**config.mk**
```make
export PLATFORM = sky130hd
export DESIGN_NAME = circle_outline_rasterizer_unit
export DESIGN_NICKNAME = d
export VERILOG_FILES = /design/src/cor_pkg.sv /design/src/cor_pass_fifo.sv /design/src/cor_front.sv /design/src/cor_back.sv /design/src/circle_outline_rasterizer_unit.sv
export SDC_FILE = /design/constraint.sdc
export NUM_CORES = 1
export LEC_CHECK = 0
export ABC_AREA = 1
export BUFFER_PORTS_ARGS = -buffer_cell sky130_fd_sc_hd__buf_2
export CAP_MARGIN = 40
export CORE_ASPECT_RATIO = 1.1
export CORE_MARGIN = 5
export CORE_UTILIZATION = 58
export DETAILED_ROUTE_END_ITERATION = 12
export HOLD_SLACK_MARGIN = 0.1
export PLACE_DENSITY = 0.84
export SLEW_MARGIN = 20
export SYNTH_ARGS = -nofsm -noshare
export SYNTH_HDL_FRONTEND = slang
export SYNTH_SLANG_ARGS = --single-unit
export TNS_END_PERCENT = 5
```
**constraint.sdc**
```tcl
create_clock -name clk -period 10.95 [get_ports clk]
set_input_delay 0.5475 -clock clk [delete_from_list [all_inputs] [get_ports clk]]
set_output_delay 0.5475 -clock clk [all_outputs]
set_load 0.02 [all_outputs]
```
**src/cor_pkg.sv**
```systemverilog
// ============================================================================
// cor_pkg
// Shared types and constants for the circle outline rasterizer: command and
// pass records, state machine encodings and register indexes.
// ============================================================================
`default_nettype none

package cor_pkg;

    // largest radius drawn; larger requests saturate to it
    localparam logic [3:0] MAX_RADIUS  = 4'd11;
    // frame sizes above this act as this
    localparam logic [6:0] FRAME_LIMIT = 7'd64;
    // most pixel writes one circle may produce
    localparam logic [6:0] RESULT_CAP  = 7'd64;
    // pass queue between the generator and the emitter (power of two)
    localparam int QUEUE_DEPTH = 2;
    localparam int QPTR_W      = $clog2(QUEUE_DEPTH);
    localparam int QCNT_W      = QPTR_W + 1;

    // configuration register indexes
    typedef enum logic [0:0] {
        CFG_FRAME_WIDTH  = 1'b0,
        CFG_FRAME_HEIGHT = 1'b1
    } cfg_index_t;

    // latched circle command, held for the whole circle
    typedef struct packed {
        logic [7:0]  cx;
        logic [7:0]  cy;
        logic [23:0] color;
        logic [6:0]  width;
        logic [6:0]  height;
    } cmd_t;

    // one loop pass: offsets and a flag for the final pass
    typedef struct packed {
        logic [3:0] x;
        logic [3:0] y;
        logic       last;
    } pass_t;

    typedef enum logic [1:0] {
        FR_IDLE,
        FR_RUN,
        FR_WAIT
    } front_state_t;

    typedef enum logic [0:0] {
        BK_WORK,
        BK_FLUSH
    } back_state_t;

endpackage

`default_nettype wire

```
**src/cor_pass_fifo.sv**
```systemverilog
// ============================================================================
// cor_pass_fifo
// Short queue of loop passes between the pass generator and the pixel
// emitter, so that each side stalls on its own.
// ============================================================================
`default_nettype none

module cor_pass_fifo (
    input  wire logic          clk,
    input  wire logic          rst_n,
    input  wire logic          push,
    input  wire cor_pkg::pass_t push_data,
    input  wire logic          pop,
    output cor_pkg::pass_t     head,
    output logic               empty,
    output logic               full
);

    cor_pkg::pass_t entry_mem [cor_pkg::QUEUE_DEPTH];
    logic [cor_pkg::QPTR_W-1:0] wr_ptr_reg;
    logic [cor_pkg::QPTR_W-1:0] rd_ptr_reg;
    logic [cor_pkg::QCNT_W-1:0] count_reg;

    logic do_push;
    logic do_pop;

    assign empty   = (count_reg == '0);
    assign full    = (count_reg == cor_pkg::QCNT_W'(cor_pkg::QUEUE_DEPTH));
    assign do_push = push && !full;
    assign do_pop  = pop && !empty;
    assign head    = entry_mem[rd_ptr_reg];

    // storage
    always_ff @(posedge clk)
    begin
        if (do_push)
        begin
            entry_mem[wr_ptr_reg] <= push_data;
        end
    end

    // pointers and fill count
    always_ff @(posedge clk or negedge rst_n)
    begin
        if (!rst_n)
        begin
            wr_ptr_reg <= '0;
            rd_ptr_reg <= '0;
            count_reg  <= '0;
        end
        else
        begin
            if (do_push)
            begin
                wr_ptr_reg <= wr_ptr_reg + 1'b1;
            end
            if (do_pop)
            begin
                rd_ptr_reg <= rd_ptr_reg + 1'b1;
            end
            if (do_push && !do_pop)
            begin
                count_reg <= count_reg + 1'b1;
            end
            else if (do_pop && !do_push)
            begin
                count_reg <= count_reg - 1'b1;
            end
        end
    end

endmodule

`default_nettype wire

```
**src/cor_front.sv**
```systemverilog
// ============================================================================
// cor_front
// Accepts a circle request, latches it and runs the Bresenham decision
// loop, pushing one pass record per cycle into the pass queue while it is not full.
// ============================================================================
`default_nettype none

module cor_front (
    input  wire logic           clk,
    input  wire logic           rst_n,
    input  wire logic           start,
    input  wire logic [7:0]     center_x,
    input  wire logic [7:0]     center_y,
    input  wire logic [3:0]     circle_radius,
    input  wire logic [23:0]    draw_color,
    input  wire logic [6:0]     frame_width,
    input  wire logic [6:0]     frame_height,
    input  wire logic           queue_full,
    input  wire logic           back_done,
    output logic                busy,
    output logic                push,
    output cor_pkg::pass_t      push_data,
    output cor_pkg::cmd_t       cmd
);

    cor_pkg::front_state_t state_reg, state_next;

    logic signed [4:0] x_reg, x_next;
    logic signed [4:0] y_reg, y_next;
    logic signed [6:0] d_reg, d_next;
    cor_pkg::cmd_t     cmd_reg, cmd_next;

    logic              accept;
    logic [3:0]        radius_sat;
    logic signed [4:0] y_inc;
    logic signed [4:0] x_dec;
    logic signed [7:0] d_wide;
    logic signed [7:0] y_quad;
    logic signed [7:0] x_quad;
    logic signed [7:0] d_step;
    logic signed [4:0] x_step;
    logic              final_pass;

    assign busy   = (state_reg != cor_pkg::FR_IDLE);
    assign accept = start && (state_reg == cor_pkg::FR_IDLE);
    assign cmd    = cmd_reg;

    // radius saturation
    assign radius_sat = (circle_radius > cor_pkg::MAX_RADIUS) ? cor_pkg::MAX_RADIUS
                                                               : circle_radius;

    // decision update: y steps first, x steps after the update
    assign y_inc  = y_reg + 5'sd1;
    assign x_dec  = x_reg - 5'sd1;
    assign d_wide = {d_reg[6], d_reg};
    assign y_quad = {y_inc[4], y_inc, 2'b00};
    assign x_quad = {x_reg[4], x_reg, 2'b00};

    always_comb
    begin
        if (d_reg <= 7'sd0)
        begin
            d_step = d_wide + y_quad + 8'sd6;
            x_step = x_reg;
        end
        else
        begin
            d_step = d_wide + (y_quad - x_quad) + 8'sd10;
            x_step = x_dec;
        end
    end

    assign final_pass = (x_step < y_inc);

    // next state
    always_comb
    begin
        state_next = state_reg;
        case (state_reg)
            cor_pkg::FR_IDLE:
            begin
                if (start)
                begin
                    state_next = cor_pkg::FR_RUN;
                end
            end
            cor_pkg::FR_RUN:
            begin
                if (!queue_full && final_pass)
                begin
                    state_next = cor_pkg::FR_WAIT;
                end
            end
            cor_pkg::FR_WAIT:
            begin
                if (back_done)
                begin
                    state_next = cor_pkg::FR_IDLE;
                end
            end
            default:
            begin
                state_next = cor_pkg::FR_IDLE;
            end
        endcase
    end

    // outputs and datapath
    always_comb
    begin
        push      = 1'b0;
        push_data = '{x: x_reg[3:0], y: y_reg[3:0], last: final_pass};
        x_next    = x_reg;
        y_next    = y_reg;
        d_next    = d_reg;
        cmd_next  = cmd_reg;
        case (state_reg)
            cor_pkg::FR_IDLE:
            begin
                if (accept)
                begin
                    x_next         = {1'b0, radius_sat};
                    y_next         = 5'sd0;
                    d_next         = 7'sd3 - $signed({2'b00, radius_sat, 1'b0});
                    cmd_next.cx    = center_x;
                    cmd_next.cy    = center_y;
                    cmd_next.color = draw_color;
                    cmd_next.width = (frame_width > cor_pkg::FRAME_LIMIT)
                                     ? cor_pkg::FRAME_LIMIT : frame_width;
                    cmd_next.height = (frame_height > cor_pkg::FRAME_LIMIT)
                                      ? cor_pkg::FRAME_LIMIT : frame_height;
                end
            end
            cor_pkg::FR_RUN:
            begin
                if (!queue_full)
                begin
                    push   = 1'b1;
                    x_next = x_step;
                    y_next = y_inc;
                    d_next = d_step[6:0];
                end
            end
            default:
            begin
                push = 1'b0;
            end
        endcase
    end

    // state and loop registers
    always_ff @(posedge clk or negedge rst_n)
    begin
        if (!rst_n)
        begin
            state_reg <= cor_pkg::FR_IDLE;
            x_reg     <= '0;
            y_reg     <= '0;
            d_reg     <= '0;
        end
        else
        begin
            state_reg <= state_next;
            x_reg     <= x_next;
            y_reg     <= y_next;
            d_reg     <= d_next;
        end
    end

    // latched request
    always_ff @(posedge clk)
    begin
        cmd_reg <= cmd_next;
    end

endmodule

`default_nettype wire

```
**src/cor_back.sv**
```systemverilog
// ============================================================================
// cor_back
// Walks the eight symmetric points of each queued pass, clips them to the
// frame and emits pixel writes, holding one pixel back to flag the last.
// ============================================================================
`default_nettype none

module cor_back (
    input  wire logic           clk,
    input  wire logic           rst_n,
    input  wire cor_pkg::cmd_t  cmd,
    input  wire cor_pkg::pass_t head,
    input  wire logic           queue_empty,
    output logic                pop,
    output logic                done,
    output logic                pixel_valid,
    output logic [5:0]          pixel_x,
    output logic [5:0]          pixel_y,
    output logic [23:0]         pixel_color,
    output logic                last_pixel
);

    cor_pkg::back_state_t state_reg, state_next;

    logic [2:0] octant_reg, octant_next;
    logic [6:0] count_reg, count_next;
    logic       pend_valid_reg, pend_valid_next;
    logic [5:0] pend_x_reg, pend_x_next;
    logic [5:0] pend_y_reg, pend_y_next;
    logic       out_valid_reg, out_valid_next;
    logic [5:0] out_x_reg, out_x_next;
    logic [5:0] out_y_reg, out_y_next;
    logic [23:0] out_color_reg, out_color_next;
    logic       out_last_reg, out_last_next;

    logic [3:0] off_col;
    logic [3:0] off_row;
    logic [9:0] point_x;
    logic [9:0] point_y;
    logic       visible;

    // point of the current octant, relative to the center
    always_comb
    begin
        off_col = octant_reg[2] ? head.y : head.x;
        off_row = octant_reg[2] ? head.x : head.y;
        point_x = octant_reg[0] ? ({2'b00, cmd.cx} - {6'b0, off_col})
                                : ({2'b00, cmd.cx} + {6'b0, off_col});
        point_y = octant_reg[1] ? ({2'b00, cmd.cy} - {6'b0, off_row})
                                : ({2'b00, cmd.cy} + {6'b0, off_row});
    end

    // frame clip and result cap
    assign visible = !point_x[9] && (point_x[8:0] < {2'b00, cmd.width}) &&
                     !point_y[9] && (point_y[8:0] < {2'b00, cmd.height}) &&
                     (count_reg < cor_pkg::RESULT_CAP);

    // next state
    always_comb
    begin
        state_next = state_reg;
        case (state_reg)
            cor_pkg::BK_WORK:
            begin
                if (!queue_empty && (octant_reg == 3'd7) && head.last)
                begin
                    state_next = cor_pkg::BK_FLUSH;
                end
            end
            cor_pkg::BK_FLUSH:
            begin
                state_next = cor_pkg::BK_WORK;
            end
            default:
            begin
                state_next = cor_pkg::BK_WORK;
            end
        endcase
    end

    // outputs and datapath
    always_comb
    begin
        pop             = 1'b0;
        done            = 1'b0;
        octant_next     = octant_reg;
        count_next      = count_reg;
        pend_valid_next = pend_valid_reg;
        pend_x_next     = pend_x_reg;
        pend_y_next     = pend_y_reg;
        out_valid_next  = 1'b0;
        out_x_next      = pend_x_reg;
        out_y_next      = pend_y_reg;
        out_color_next  = cmd.color;
        out_last_next   = 1'b0;
        case (state_reg)
            cor_pkg::BK_WORK:
            begin
                if (!queue_empty)
                begin
                    octant_next = octant_reg + 3'd1;
                    pop         = (octant_reg == 3'd7);
                    if (visible)
                    begin
                        // release the held pixel, hold the new one
                        out_valid_next  = pend_valid_reg;
                        pend_valid_next = 1'b1;
                        pend_x_next     = point_x[5:0];
                        pend_y_next     = point_y[5:0];
                        count_next      = count_reg + 7'd1;
                    end
                end
            end
            cor_pkg::BK_FLUSH:
            begin
                // held pixel is the final one of the circle
                out_valid_next  = pend_valid_reg;
                out_last_next   = 1'b1;
                pend_valid_next = 1'b0;
                count_next      = '0;
                done            = 1'b1;
            end
            default:
            begin
                done = 1'b0;
            end
        endcase
    end

    // control registers
    always_ff @(posedge clk or negedge rst_n)
    begin
        if (!rst_n)
        begin
            state_reg      <= cor_pkg::BK_WORK;
            octant_reg     <= '0;
            count_reg      <= '0;
            pend_valid_reg <= 1'b0;
            out_valid_reg  <= 1'b0;
        end
        else
        begin
            state_reg      <= state_next;
            octant_reg     <= octant_next;
            count_reg      <= count_next;
            pend_valid_reg <= pend_valid_next;
            out_valid_reg  <= out_valid_next;
        end
    end

    // payload registers
    always_ff @(posedge clk)
    begin
        pend_x_reg    <= pend_x_next;
        pend_y_reg    <= pend_y_next;
        out_x_reg     <= out_x_next;
        out_y_reg     <= out_y_next;
        out_color_reg <= out_color_next;
        out_last_reg  <= out_last_next;
    end

    assign pixel_valid = out_valid_reg;
    assign pixel_x     = out_x_reg;
    assign pixel_y     = out_y_reg;
    assign pixel_color = out_color_reg;
    assign last_pixel  = out_last_reg;

endmodule

`default_nettype wire

```
**src/circle_outline_rasterizer_unit.sv**
```systemverilog
// ============================================================================
// circle_outline_rasterizer_unit
// Bresenham circle outline rasterizer: one circle request in, clipped pixel
// writes out, with frame size registers.
// ============================================================================
// first pixel write: the emitter holds each visible point until the next one
//   or the flush releases it; a new request is taken only after the flush
//   (one octant point per cycle while passes are queued, at most 8 passes)
// busy stays high until the held final pixel is released
// reset: frame width and height return to 32, all control state clears
// pixel writes cannot be stalled by the receiver
`default_nettype none

module circle_outline_rasterizer_unit (
    input  wire logic        clk,
    input  wire logic        rst_n,
    input  wire logic        start,
    output logic             busy,
    input  wire logic [7:0]  center_x,
    input  wire logic [7:0]  center_y,
    input  wire logic [3:0]  circle_radius,
    input  wire logic [23:0] draw_color,
    input  wire logic        cfg_we,
    input  wire logic [0:0]  cfg_index,
    input  wire logic [6:0]  cfg_data,
    output logic             pixel_valid,
    output logic [5:0]       pixel_x,
    output logic [5:0]       pixel_y,
    output logic [23:0]      pixel_color,
    output logic             last_pixel
);

    logic [6:0] frame_width_reg;
    logic [6:0] frame_height_reg;

    cor_pkg::pass_t push_data;
    cor_pkg::pass_t head;
    cor_pkg::cmd_t  cmd;
    logic           push;
    logic           pop;
    logic           queue_empty;
    logic           queue_full;
    logic           back_done;

    // frame size registers
    always_ff @(posedge clk or negedge rst_n)
    begin
        if (!rst_n)
        begin
            frame_width_reg  <= 7'd32;
            frame_height_reg <= 7'd32;
        end
        else if (cfg_we)
        begin
            case (cfg_index)
                cor_pkg::CFG_FRAME_WIDTH:  frame_width_reg  <= cfg_data;
                cor_pkg::CFG_FRAME_HEIGHT: frame_height_reg <= cfg_data;
                default:                   frame_width_reg  <= frame_width_reg;
            endcase
        end
    end

    // pass generator
    cor_front u_front (
        .clk          (clk),
        .rst_n        (rst_n),
        .start        (start),
        .center_x     (center_x),
        .center_y     (center_y),
        .circle_radius(circle_radius),
        .draw_color   (draw_color),
        .frame_width  (frame_width_reg),
        .frame_height (frame_height_reg),
        .queue_full   (queue_full),
        .back_done    (back_done),
        .busy         (busy),
        .push         (push),
        .push_data    (push_data),
        .cmd          (cmd)
    );

    // pass queue
    cor_pass_fifo u_fifo (
        .clk      (clk),
        .rst_n    (rst_n),
        .push     (push),
        .push_data(push_data),
        .pop      (pop),
        .head     (head),
        .empty    (queue_empty),
        .full     (queue_full)
    );

    // pixel emitter
    cor_back u_back (
        .clk        (clk),
        .rst_n      (rst_n),
        .cmd        (cmd),
        .head       (head),
        .queue_empty(queue_empty),
        .pop        (pop),
        .done       (back_done),
        .pixel_valid(pixel_valid),
        .pixel_x    (pixel_x),
        .pixel_y    (pixel_y),
        .pixel_color(pixel_color),
        .last_pixel (last_pixel)
    );

endmodule

`default_nettype wire
```
======== After elaboration in Yosys (flattened, before gate mapping) ========
Memory sizes are Yosys's and may differ from the RTL's.
Cells that the tools add are included.
operators by class
  add/subtract/negate cells ............... 18
  magnitude comparators ................... 8
  equal/unequal tests ..................... 11
  multiplexer cells ....................... 40
  bitwise gates (word level) .............. 3
  reduce and logical (&&, ||, !) cells .... 31
operator list
  cell                                                            count
  two-way mux 7 bit                                               5
  case mux 7 bit (2 select lines)                                 2
  two-way mux 5 bit                                               5
  two-way mux 10 bit                                              2
  case mux 5 bit (2 select lines)                                 2
  adder 8 x 4 -> 9 bit                                            2
  < comparator 9 x 7 -> 1 bit                                     2
  subtractor 8 x 4 -> 9 bit                                       2
  adder 7 bit                                                     2
  greater-than comparator 7 bit, second input constant            2
  logical AND 1 bit                                               12
  two-way mux 1 bit                                               12
  two-way mux 4 bit                                               3
  two-way mux 2 bit                                               5
  AND reduction 2 bit                                             5
  AND reduction 3 bit                                             3
  inequality test 2 x 1 -> 1 bit, second input constant           4
  adder 7 x 1 -> 7 bit, second input constant                     1
  adder 7 x 4 -> 7 bit, second input constant                     1
  adder 7 x 5 -> 7 bit, second input constant                     1
  less-or-equal comparator 7 x 1 -> 1 bit, second input constant  1
  < comparator 7 bit, second input constant                       1
  subtractor 7 bit                                                1
  zero test 1 bit                                                 6
  other kinds (18)                                                29
storage, ports and cells
  flip-flop bits (word level) ............. 153
  memory bits (writable) .................. 18
  output and inout port bits .............. 39
  word-level logic and storage cells ...... 137
  memories kept ........................... 1
memory list
  memory            depth  width  read ports  clocked after memory_dff  wr ports  line                 text
  u_fifo.entry_mem  2      9      1           0                         1         cor_pass_fifo.sv:19  cor_pkg::pass_t entry_mem [cor_pkg::QUEUE_DEPTH];

======== Logic depth before layout (Yosys ltp) ========
Gate-level depths: netlist (run 1).
An unclocked memory read counts as a cell.
  depth after elaboration ................. 12
  gate-level depth with buffers ........... 26

======== Hierarchy ========
From an unflattened synthesis (run 1), not the netlist that was laid out.
second synthesis, totals
  cells, all modules ...................... 880
  area total of the unflattened synthesis .. 8508.2 µm²
modules (own cells, without submodules)
  module                          instances  cells each  area an instance (µm²)
  cor_front                       1          348         3697.3
  cor_back                        1          392         3344.5
  cor_pass_fifo                   1          78          880.8
  circle_outline_rasterizer_unit  1          62          585.6

======== Least setup slack after synthesis (run 1) ========
No wires, ideal clock.
  kind .................................... reg2reg
  start point ............................. register u_fifo.rd_ptr_reg
  end point ............................... register u_back.pend_x_reg[0], in the netlist u_back.out_x_next[0], enable pin
  setup time .............................. 0.380 ns
  arrival time ............................ 3.722 ns
  required time ........................... 10.570 ns
  setup slack ............................. 6.848 ns
  cell stages (with the launch flop) ...... 21
  buffers on the path ..................... 1
  clock period less this slack ............ 4.102 ns
  cells stage by stage .................... dfrtp_1 -> buf_2 -> inv_1 -> or2_2 -> o21ai_0 -> inv_1 -> o21ai_0 -> inv_1 -> fa_1 -> nand3_1 -> nand2_1 -> nand2_1 -> o31ai_1 -> xor2_1 -> ha_1 -> a21oi_1 -> and3_1 -> nand4_1 -> nor2_2 -> nand2_2 -> nor2_1
between the ends
  word-level cells in the longest chain between the ends .. 10
RTL lines
  element                                                                   line                            text
  from (decl)                                                               cor_pass_fifo.sv:21             logic [cor_pkg::QPTR_W-1:0] rd_ptr_reg;
  from (signal assigned)                                                    cor_pass_fifo.sv:59             rd_ptr_reg <= rd_ptr_reg + 1'b1;
  memory read (2 x 9 bit) (*)                                               -
  two-way mux 4 bit                                                         cor_back.sv:45                  off_col = octant_reg[2] ? head.y : head.x;
  adder 8 x 4 -> 9 bit / subtractor 8 x 4 -> 9 bit (equally long branches)  cor_back.sv:48, cor_back.sv:47
  two-way mux 10 bit                                                        cor_back.sv:47                  point_x = octant_reg[0] ? ({2'b00, cmd.cx} - {6'b0, off_col})
  < comparator 9 x 7 -> 1 bit / zero test 1 bit (equally long branches)     cor_back.sv:54                  assign visible = !point_x[9] && (point_x[8:0] < {2'b00, cmd.width}) &&
  logical AND 1 bit (2 in series)                                           cor_back.sv:54
  logical AND 1 bit (*) (2 in series)                                       cor_back.sv:55                  !point_y[9] && (point_y[8:0] < {2'b00, cmd.height}) &&
  AND reduction 3 bit (no source line) (*)                                  -
  to (signal assigned)                                                      cor_back.sv:154                 pend_x_reg <= pend_x_next;
  to (decl)                                                                 cor_back.sv:28                  logic [5:0] pend_x_reg, pend_x_next;
Every way passes the cells marked *; elsewhere a longest branch is shown, timed or not.
A chain may end at the register's enable or synchronous reset.

======== Worst setup path after layout (run 1) ========
  start point ............................. register u_fifo.rd_ptr_reg
  end point ............................... register u_back.pend_y_reg[3], in the netlist u_back.out_y_next[3], enable pin
between the ends
  word-level cells in the longest chain between the ends .. 10
RTL lines
  element                                                                   line                            text
  memory read (2 x 9 bit) (*)                                               -
  two-way mux 4 bit                                                         cor_back.sv:45
  adder 8 x 4 -> 9 bit / subtractor 8 x 4 -> 9 bit (equally long branches)  cor_back.sv:48, cor_back.sv:47
  two-way mux 10 bit                                                        cor_back.sv:47
  < comparator 9 x 7 -> 1 bit / zero test 1 bit (equally long branches)     cor_back.sv:54
  logical AND 1 bit (2 in series)                                           cor_back.sv:54
  logical AND 1 bit (*) (2 in series)                                       cor_back.sv:55
  AND reduction 3 bit (no source line) (*)                                  -
  to (signal assigned)                                                      cor_back.sv:155                 pend_y_reg <= pend_y_next;
  to (decl)                                                                 cor_back.sv:29                  logic [5:0] pend_y_reg, pend_y_next;
Marks and branches as above.

==> impl_metrics.json, run 1 <==
{
  "status": "finished, final reports clean",
  "final_hold_viol_count": 0,
  "grt_max_degree": 57,
  "synthCells": 813,
  "clk_latency_ps": 430,
  "cts_tree": "yes",
  "cp_max_fo": 10,
  "setup_viol": 0,
  "antenna_found_initial": 0,
  "fillers": 1051,
  "nets": 1039,
  "htree_levels": 4,
  "worst_pin_slew_ps": 777,
  "synthDistinctLibCells": 40,
  "gp_congestion": 0.884,
  "setup_slack_ps": 6280,
  "fin_tns_setup_ps": 0,
  "p_total_mw": 3.06,
  "clkTransAtPathRegs_ps": 70,
  "slowest_stage": "dfrtp_1",
  "drive_above_1_share_pct": 18.5,
  "cts_sinks": 171,
  "fin_util_pct": 68.4,
  "cts_hold_buf": 0,
  "drv_slew": 0,
  "root_buffer": "clkbuf_16",
  "syn_avg_cell_area_sq_um": 9.95,
  "path_buf_inv": 4,
  "cap_violations": 0,
  "dieArea_sq_um": 16400,
  "syn-num-nets": 933,
  "dp_hpwl_um": 11800,
  "grt.total_usage_pct": 21.1,
  "cp_slowest_stage_delay_ps": 510,
  "cp-end-kind": "flip-flop",
  "yosys_warnings": 0,
  "final_common_cell": "nand2_1",
  "grt_setup_unrepaired": "false",
  "fmax_mhz": 214,
  "row_count": 45,
  "synth-seq-cells": 171,
  "drc_errors": 0,
  "die-width_um": 123,
  "grt_pass1_wl_um": 27400,
  "finalCritPeriodShare_pct": 42.6,
  "drt_first_pass_iters": 5,
  "ir_drop_v": 0.000235,
  "path_common_cell": "inv_1",
  "postCtsSetupRepairBufs": 0,
  "synth.yosys.seq_area_share_pct": 55.8,
  "cp_top_family": "simple AND/OR/NAND/NOR gates",
  "cts.path.max_buffers": 2,
  "start_util_pct": 58.9,
  "pre_cts_ws_ps": 6040,
  "worstPathArrival_ps": 4800,
  "core_area_sq_um": 13700,
  "io_pins": 95,
  "postRouteWirelength_um": 16100,
  "cts_resized": 0,
  "power.density_nw_per_um2": 326,
  "largest_reg_flops": 54,
  "area_growth_pct": 16.0,
  "grt_pass1_vias": 5885,
  "n_antenna_cell": 0,
  "netlist_area_sq_um": 8090,
  "critical_path_class": "reg2reg",
  "cts_made_buffers": 17,
  "detail_route.vias_per_cell": 5.12,
  "hp-class": "in2async",
  "drt_iter0_drc": 430,
  "start_kind": "flip-flop",
  "leakagePower_nw": 4.52,
  "io_buffer_count": 94,
  "vias": 5739,
  "finClkSkew_ps": 9.87,
  "final_cell_mix": "nand2_1 (152), inv_1 (128), buf_2 (94)",
  "slew_headroom_pct": 47.6,
  "die_h_um": 134,
  "synthTopCellsByArea": "edfxtp_1 (31%), dfrtp_1 (15%), dfxtp_1 (9.2%), ha_1 (8.3%), nand2_1 (7.1%)",
  "period_needed_ps": 4670,
  "synth_top_area_share_pct": 31.2,
  "grt_overflow_total": 0,
  "cp_cell_sequence": "inv_1, or2_2, o21ai_0, inv_1, o21ai_0, inv_1, fa_1, nand3_1, nand2_1, nand2_1, o31ai_1, xor2_1, ha_1, a21oi_1, and3_1, nand4_1, nor2_2, nand2_2, nor2_1, buf_4",
  "cp.required_ps": 11080,
  "ant_nets": 0,
  "routedWlPerCell_um": 14.4,
  "yosysTopAreaCell": "edfxtp_1"
}
[layer usage]
| layer | vias to the layer above | wire length [um] | GRT usage, % | share of wire [%] |
|---|---|---|---|---|
| met5 | - | 0 | 0 | 0 |
| met4 | 0 | 377 | 9.02 | 2.3 |
| met3 | 33 | 759 | 4.39 | 4.7 |
| met2 | 149 | 8590 | 37.3 | 53 |
| met1 | 2701 | 6410 | 24.8 | 40 |
| li1 | 2856 | - | - | - |
[power breakdown]
part	leakage, nW	total [mW]	internal [mW]	switching, mW
combinational	2.51	1.46	0.540	0.923
clock	0.299	0.598	0.334	0.264
sequential	1.71	0.999	0.892	0.107
total	4.52	3.06	1.77	1.29
[cell usage after synthesis (all sizes together)]
| cell | number |
|---|---|
| and3 | 1 |
| xnor2 | 3 |
| nand2b | 1 |
| or2 | 10 |
| dfxtp | 37 |
| fa | 10 |
| nand3 | 47 |
| o31ai | 2 |
| inv | 137 |
| a32oi | 1 |
| o22ai | 3 |
| dfstp | 2 |
| o21bai | 1 |
| buf | 5 |
| a21oi | 33 |
| nor3 | 6 |
| nand2 | 160 |
| nor2 | 60 |
| dfrtp | 48 |
| nor4 | 1 |
| edfxtp | 84 |
| mux2i | 2 |
| ha | 54 |
| nand3b | 1 |
| clkbuf | 8 |
| xor2 | 27 |
| a31oi | 2 |
| o21ai | 56 |
| a22oi | 3 |
| nand4 | 8 |
[layout make-up]
cell class                      instances  area (sq um)  area share, %
Sequential cell                       171          4520           48.1
Timing Repair Buffer                  100           515           5.49
Tap cell                              188           235           2.50
Inverter                              137           514           5.48
Multi-Input combinational cell        492          3000           32.0
Clock buffer                           20           489           5.21
Clock inverter                         12           119           1.27
[worst reg2reg max path: stages, from the launching register on]
cell     delay (ps)
dfrtp_1         510
inv_1           190
or2_2           300
o21ai_0         110
inv_1            70
o21ai_0         460
inv_1           160
fa_1            450
nand3_1         120
nand2_1          60
nand2_1          90
o31ai_1          80
xor2_1          170
ha_1            310
a21oi_1         170
and3_1          210
nand4_1         140
nor2_2          140
nand2_2         150
nor2_1          260
buf_4           240
[cell families (layout without fill, tap and decap cells)]
kind of cell	after synthesis	count (layout)	synth area share (%)
xor+xnor	30	30	3.25
mux	2	2	0.247
flops	171	171	55.8
buf+inv	150	269	7.10
compound gates	101	101	6.74
fa+ha+maj	64	64	10.8
simple gates	295	295	16.0
[through the flow]
step / instances / area [sq um] / hold WS (ps)
global route: 1120 / 9390 / 277
CTS: 1117 / 9370 / 248
floorplan: 813 / 8090 / 252
finish: 1120 / 9390 / 238
detailed placement: 1085 / 8760 / 327
global placement: 1085 / 8760 / 323
[path summary, 6_finish.rpt]
check	start	end	slack, ps	depth (start not counted)
max	u_fifo.rd_ptr_reg$_DFFE_PN0P_	u_back.out_y_next[3]$_DFFE_PP_	6280	20
min	rst_n	u_back.count_reg[0]$_DFFE_PN0P_	240	2
min reg2reg	u_back.out_y_next[3]$_DFFE_PP_	u_back.pixel_y[3]$_DFF_P_	340	0
max in group asynchronous	rst_n	u_front.x_reg[1]$_DFFE_PN0P_	10270	2
max reg2reg	u_fifo.rd_ptr_reg$_DFFE_PN0P_	u_back.out_y_next[3]$_DFFE_PP_	6280	20
min in group clk	draw_color[20]	u_front.cmd[34]$_DFFE_PP_	290	1
No activity file was read; power rests on OpenSTA's default activity.
==> run 2, diff against run 1 <==
--- a/config.mk
+++ b/config.mk
@@ -10,10 +10,10 @@
 export CAP_MARGIN = 40
 export CORE_ASPECT_RATIO = 1.1
 export CORE_MARGIN = 5
-export CORE_UTILIZATION = 58
+export CORE_UTILIZATION = 53
 export DETAILED_ROUTE_END_ITERATION = 12
 export HOLD_SLACK_MARGIN = 0.1
-export PLACE_DENSITY = 0.84
+export PLACE_DENSITY = 0.81
 export SLEW_MARGIN = 20
 export SYNTH_ARGS = -nofsm -noshare
 export SYNTH_HDL_FRONTEND = slang
==> constraint.sdc (replaced) <==
create_clock -name clk -period 4.1 [get_ports clk]
set_input_delay 0.205 -clock clk [delete_from_list [all_inputs] [get_ports clk]]
set_output_delay 0.205 -clock clk [all_outputs]
set_load 0.02 [all_outputs]
==> run 2 against run 1 <==
  * Setup slack got worse by 6000 ps
  * Non-clock buffer count rose by 57
  * Critical path depth up 2
  * Final area up 6.0%
  * Sequential share of layout area down 2.7 points
  * Clock skew about the same
  * Critical endpoint is now u_back.out_y_next[0]$_DFFE_PP_
  * Largest cell class unchanged
  * Highest routed layer unchanged
==> impl_metrics.json, run 2 (synthesis results as in run 1) <==
{
  "drc_errors": 0,
  "fin_util_pct": 66.1,
  "row_count": 47,
  "io_buffer_count": 94,
  "grt_overflow_total": 0,
  "grt_pass1_wl_um": 28300,
  "setup_slack_ps": 274,
  "fin_area_sq_um": 9950,
  "vias": 5998,
  "whs_ps": 200,
  "die-width_um": 128,
  "cts.path.max_buffers": 2,
  "fmax_mhz": 261,
  "die_h_um": 140,
  "cp-end-kind": "flip-flop",
  "area_growth_pct": 23.0,
  "antenna_found_initial": 0,
  "dieArea_sq_um": 17800,
  "pre_cts_ws_ps": 128,
  "clk_latency_ps": 430,
  "ant_nets": 0,
  "period_needed_ps": 3830,
  "drt_iter0_drc": 487,
  "routedWlPerCell_um": 14.1,
  "worst_pin_slew_ps": 835,
  "drive_above_1_share_pct": 19.4,
  "postRouteWirelength_um": 16800,
  "grt_max_degree": 56,
  "root_buffer": "clkbuf_16",
  "final_common_cell": "nand2_1",
  "finClkSkew_ps": 10.3,
  "cp_max_fo": 8,
  "cp.required_ps": 4250,
  "leakagePower_nw": 4.73,
  "io_pins": 95,
  "setup_viol": 0,
  "cts_sinks": 171,
  "detail_route.vias_per_cell": 5.06,
  "status": "finished, final reports clean",
  "gp_congestion": 0.883,
  "finalCritPeriodShare_pct": 93.3,
  "critical_path_class": "reg2reg",
  "grt.total_usage_pct": 19.8,
  "dp_hpwl_um": 11600,
  "power.density_nw_per_um2": 833,
  "cts_made_buffers": 17,
  "clkTransAtPathRegs_ps": 70,
  "final_hold_viol_count": 0,
  "worstPathArrival_ps": 3970,
  "start_util_pct": 53.8,
  "place_area_sq_um": 8810,
  "start_kind": "flip-flop",
  "slew_headroom_pct": 44.1,
  "cap_violations": 0,
  "nets": 1096,
  "drv_slew": 0,
  "largest_reg_flops": 54,
  "hp-class": "in2reg",
  "cts_tree": "yes",
  "ir_drop_v": 0.000662,
  "grt_pass1_vias": 6052,
  "core_area_sq_um": 15100,
  "drt_first_pass_iters": 6,
  "htree_levels": 4,
  "final_cell_mix": "nand2_1 (152), inv_1 (126), buf_2 (94)"
}
-- run 2: worst max-delay path: stages, from the launching register on --
cell     delay [ps]
dfrtp_1         390
inv_2            80
or2_2           270
o21ai_0         120
inv_1            60
o21ai_0         150
buf_4           160
inv_1            80
fa_1            440
nand3_1         130
a31oi_1         100
xor2_1          200
ha_1            350
nand2_1          90
inv_1            50
a21oi_2         120
nand2_1          90
nand2_1          90
nand4_1         100
nor2_2          100
nand2_2          80
nor2_4          150
buf_6           140
-- run 2: metal layers --
metal / GRT usage [%] / share of wire, % / vias to the layer above / wire length [um]
li1: - / - / 2974 / -
met1: 23.2 / 41 / 2828 / 6890
met2: 35.2 / 52 / 162 / 8770
met3: 4.68 / 4.4 / 34 / 745
met4: 7.04 / 2.2 / 0 / 363
met5: 0 / 0 / - / 0
-- run 2: path summary, 6_finish.rpt --
path	slack, ps	from	depth (start not counted)	endpoint
max	270	u_fifo.rd_ptr_reg$_DFFE_PN0P_	22	u_back.out_y_next[0]$_DFFE_PP_
min	200	circle_radius[3]	3	u_front.x_reg[3]$_DFFE_PN0P_
max reg2reg	270	u_fifo.rd_ptr_reg$_DFFE_PN0P_	22	u_back.out_y_next[0]$_DFFE_PP_
min reg2reg	340	u_front.cmd[20]$_DFFE_PP_	0	u_back.pixel_color[6]$_DFF_P_
max in group asynchronous	3200	rst_n	3	u_back.octant_reg[2]$_DFFE_PN0P_
min in group asynchronous	430	rst_n	3	u_back.count_reg[2]$_DFFE_PN0P_
-- run 2: stage by stage --
step | setup TNS, ps | power (mW) | std cells
after floorplan | 0 | 5.58 | 813
after detailed placement | 0 | 6.57 | 1098
after global routing | -157 | 9.04 | 1185
after CTS | 0 | 8.16 | 1179
final | 0 | 8.29 | 1186
after global placement | 0 | 6.40 | 1098
-- run 2: layout make-up --
cell class | count | area (sq um)
multi-input cells | 492 | 3040
inverters | 137 | 518
flip-flops and latches | 171 | 4520
clock inverters | 15 | 129
fillers | 1201 | 5100
clock buffers | 17 | 425
repair buffers | 157 | 1070
diodes | 1 | 2.50
well taps | 196 | 245
-- run 2: power breakdown --
| part | total (mW) | switching, mW | internal (mW) |
|---|---|---|---|
| combinational | 4.12 | 2.54 | 1.58 |
| clock | 1.51 | 0.712 | 0.798 |
| sequential | 2.67 | 0.284 | 2.38 |
-- run 2: repair_timing --
| action | in CTS | in global routing |
|---|---|---|
| setup endpoints to repair | 0 | 21 |
| hold endpoints to repair | 103 | 0 |
| gates resized for setup | 0 | 26 |
| hold buffers | 49 | 0 |
| buffers inserted | 0 | 5 |
==> run 3, diff against run 2 <==
--- a/config.mk
+++ b/config.mk
@@ -10,10 +10,11 @@
 export CAP_MARGIN = 40
 export CORE_ASPECT_RATIO = 1.1
 export CORE_MARGIN = 5
-export CORE_UTILIZATION = 53
+export CORE_UTILIZATION = 55
+export CTS_BUF_LIST = sky130_fd_sc_hd__clkbuf_2
 export DETAILED_ROUTE_END_ITERATION = 12
 export HOLD_SLACK_MARGIN = 0.1
-export PLACE_DENSITY = 0.81
+export PLACE_DENSITY = 0.84
 export SLEW_MARGIN = 20
 export SYNTH_ARGS = -nofsm -noshare
 export SYNTH_HDL_FRONTEND = slang
==> run 3 against run 2 <==
  * Clock skew grew 39 ps
  * Hold slack got worse by 26 ps
  * Setup slack improved by 53 ps
  * Clock power is 39% lower
  * Via count grew 4.1%
  * Flip-flop and latch count unchanged
  * Utilization up 3.7 points
  * Final area grew 1.3%
==> impl_metrics.json, run 3 (synthesis results as in run 1) <==
{
  "cp_slowest_stage_delay_ps": 450,
  "ir_drop_v": 0.000696,
  "critical_path_class": "reg2reg",
  "cp_max_fo": 12,
  "grt_overflow_total": 0,
  "htree_levels": 4,
  "nets": 1139,
  "die-width_um": 126,
  "cap_violations": 0,
  "worstPathArrival_ps": 4290,
  "drc_errors": 0,
  "setup_slack_ps": 327,
  "fmax_mhz": 265,
  "cp_top_family": "simple AND/OR/NAND/NOR gates",
  "start_kind": "flip-flop",
  "slowest_stage": "dfrtp_1",
  "area_growth_pct": 24.6,
  "worst_pin_slew_ps": 815,
  "cts_made_buffers": 17,
  "final_cell_mix": "nand2_1 (152), inv_1 (126), dlygate4sd3_1 (94), buf_2 (94), edfxtp_1 (84)",
  "slew_headroom_pct": 45.5,
  "hp-class": "in2reg",
  "cp.required_ps": 4620,
  "pre_cts_ws_ps": 236,
  "drv_slew": 0,
  "grt.total_usage_pct": 21.9,
  "detail_route.vias_per_cell": 5.10,
  "dieArea_sq_um": 17200,
  "cp_cell_sequence": "buf_4, mux2i_1, o21ai_2, ha_1, inv_1, fa_1, nand2_1, nand2_1, nand2_1, a21oi_1, a31oi_1, xor2_1, ha_1, nand2_1, inv_1, a21oi_1, nand2_1, nand2_1, nand4_1, nor2_2, nand2_2, nor2_4, buf_12",
  "io_pins": 95,
  "cp-end-kind": "flip-flop",
  "cts_tree": "yes",
  "routedWlPerCell_um": 14.8,
  "io_buffer_count": 94,
  "root_buffer": "clkbuf_2",
  "ant_nets": 0,
  "path_common_cell": "nand2_1",
  "postRouteWirelength_um": 18100,
  "setup_viol": 0,
  "final_common_cell": "nand2_1",
  "vias": 6244,
  "largest_reg_flops": 54,
  "drt_iter0_drc": 427,
  "antenna_found_initial": 1,
  "period_needed_ps": 3770,
  "grt_pass1_wl_um": 29800,
  "clk_latency_ps": 780,
  "gp_congestion": 0.908,
  "leakagePower_nw": 4.79,
  "grt_pass1_vias": 6229,
  "power.density_nw_per_um2": 766,
  "path_buf_inv": 4,
  "drive_above_1_share_pct": 17.7,
  "cts.path.max_buffers": 2,
  "p_total_mw": 7.72,
  "start_util_pct": 56.0,
  "row_count": 46,
  "finClkSkew_ps": 48.9,
  "cts_sinks": 171,
  "die_h_um": 137,
  "core_area_sq_um": 14400,
  "dp_hpwl_um": 11900,
  "final_hold_viol_count": 0,
  "grt_max_degree": 56,
  "drt_first_pass_iters": 5,
  "clkTransAtPathRegs_ps": 260,
  "fillers": 1054,
  "finalCritPeriodShare_pct": 92.0,
  "status": "finished, final reports clean"
}
==> run 3: cell types whose count changed in the layout (fill, tap and decap cells not counted), sizes merged <==
cell and change:
buf -2, inv -4, clkinvlp +1, dlygate4sd3 +45
clkinv +2, bufinv +1
==> run 3: power by group <==
| group | internal, mW | switching [mW] |
|---|---|---|
| Combinational | 1.59 | 2.54 |
| Sequential | 2.38 | 0.294 |
| Clock | 0.256 | 0.666 |
==> run 3: routing by layer <==
metal	GRT usage, %	vias up	routed length [um]	part of all wire [%]
li1	-	3062	-	-
met1	24.4	2964	7200	40
met2	40.3	175	9630	53
met3	4.46	43	702	3.9
met4	10.4	0	572	3.2
met5	0	-	0	0
==> run 3: area by class of cell <==
| cell class | count | area (sq um) | share of cell area, % |
|---|---|---|---|
| antenna | 1 | 2.50 | 0.0248 |
| clock buffer | 17 | 85.1 | 0.844 |
| clock inverter | 15 | 183 | 1.81 |
| inverter | 137 | 518 | 5.14 |
| multi-input combinational | 492 | 3020 | 30.0 |
| sequential | 171 | 4520 | 44.8 |
| tap | 192 | 240 | 2.38 |
| timing repair buffer | 200 | 1510 | 15.0 |
==> run 3: metrics by stage <==
stage               setup TNS [ps]  instances  cell area, sq um  hold slack [ps]  util, %
global placement                 0       1095              8830              323     61.1
global route                 -5.93       1225             10100              107     69.8
floorplan                        0        813              8100            -90.6        -
CTS                              0       1220             10000              103     69.4
finish                           0       1225             10100              173     69.8
detailed placement               0       1095              8830              327     61.1
==> run 3: timing repair <==
action	in CTS	in global routing
gates resized for setup	0	11
setup buffers	0	3
hold endpoints to repair	120	1
endpoints found under the setup margin	0	21
hold buffers	93	1
==> run 3: final timing paths <==
kind / from / endpoint / slack, ps / cells past startpoint
worst max-delay path: u_fifo.rd_ptr_reg$_DFFE_PN0P_ / u_back.out_x_next[4]$_DFFE_PP_ / 330 / 23
worst min-delay path: center_y[4] / u_front.cmd[42]$_DFFE_PP_ / 170 / 2
worst max register to register: u_fifo.rd_ptr_reg$_DFFE_PN0P_ / u_back.out_x_next[4]$_DFFE_PP_ / 330 / 23
worst min register to register: u_front.cmd[36]$_DFFE_PP_ / u_back.pixel_color[22]$_DFF_P_ / 360 / 0
max in group asynchronous: rst_n / u_back.pend_valid_reg$_DFFE_PN0P_ / 3030 / 4
min in group asynchronous: rst_n / frame_width_reg[1]$_DFFE_PN0P_ / 560 / 4
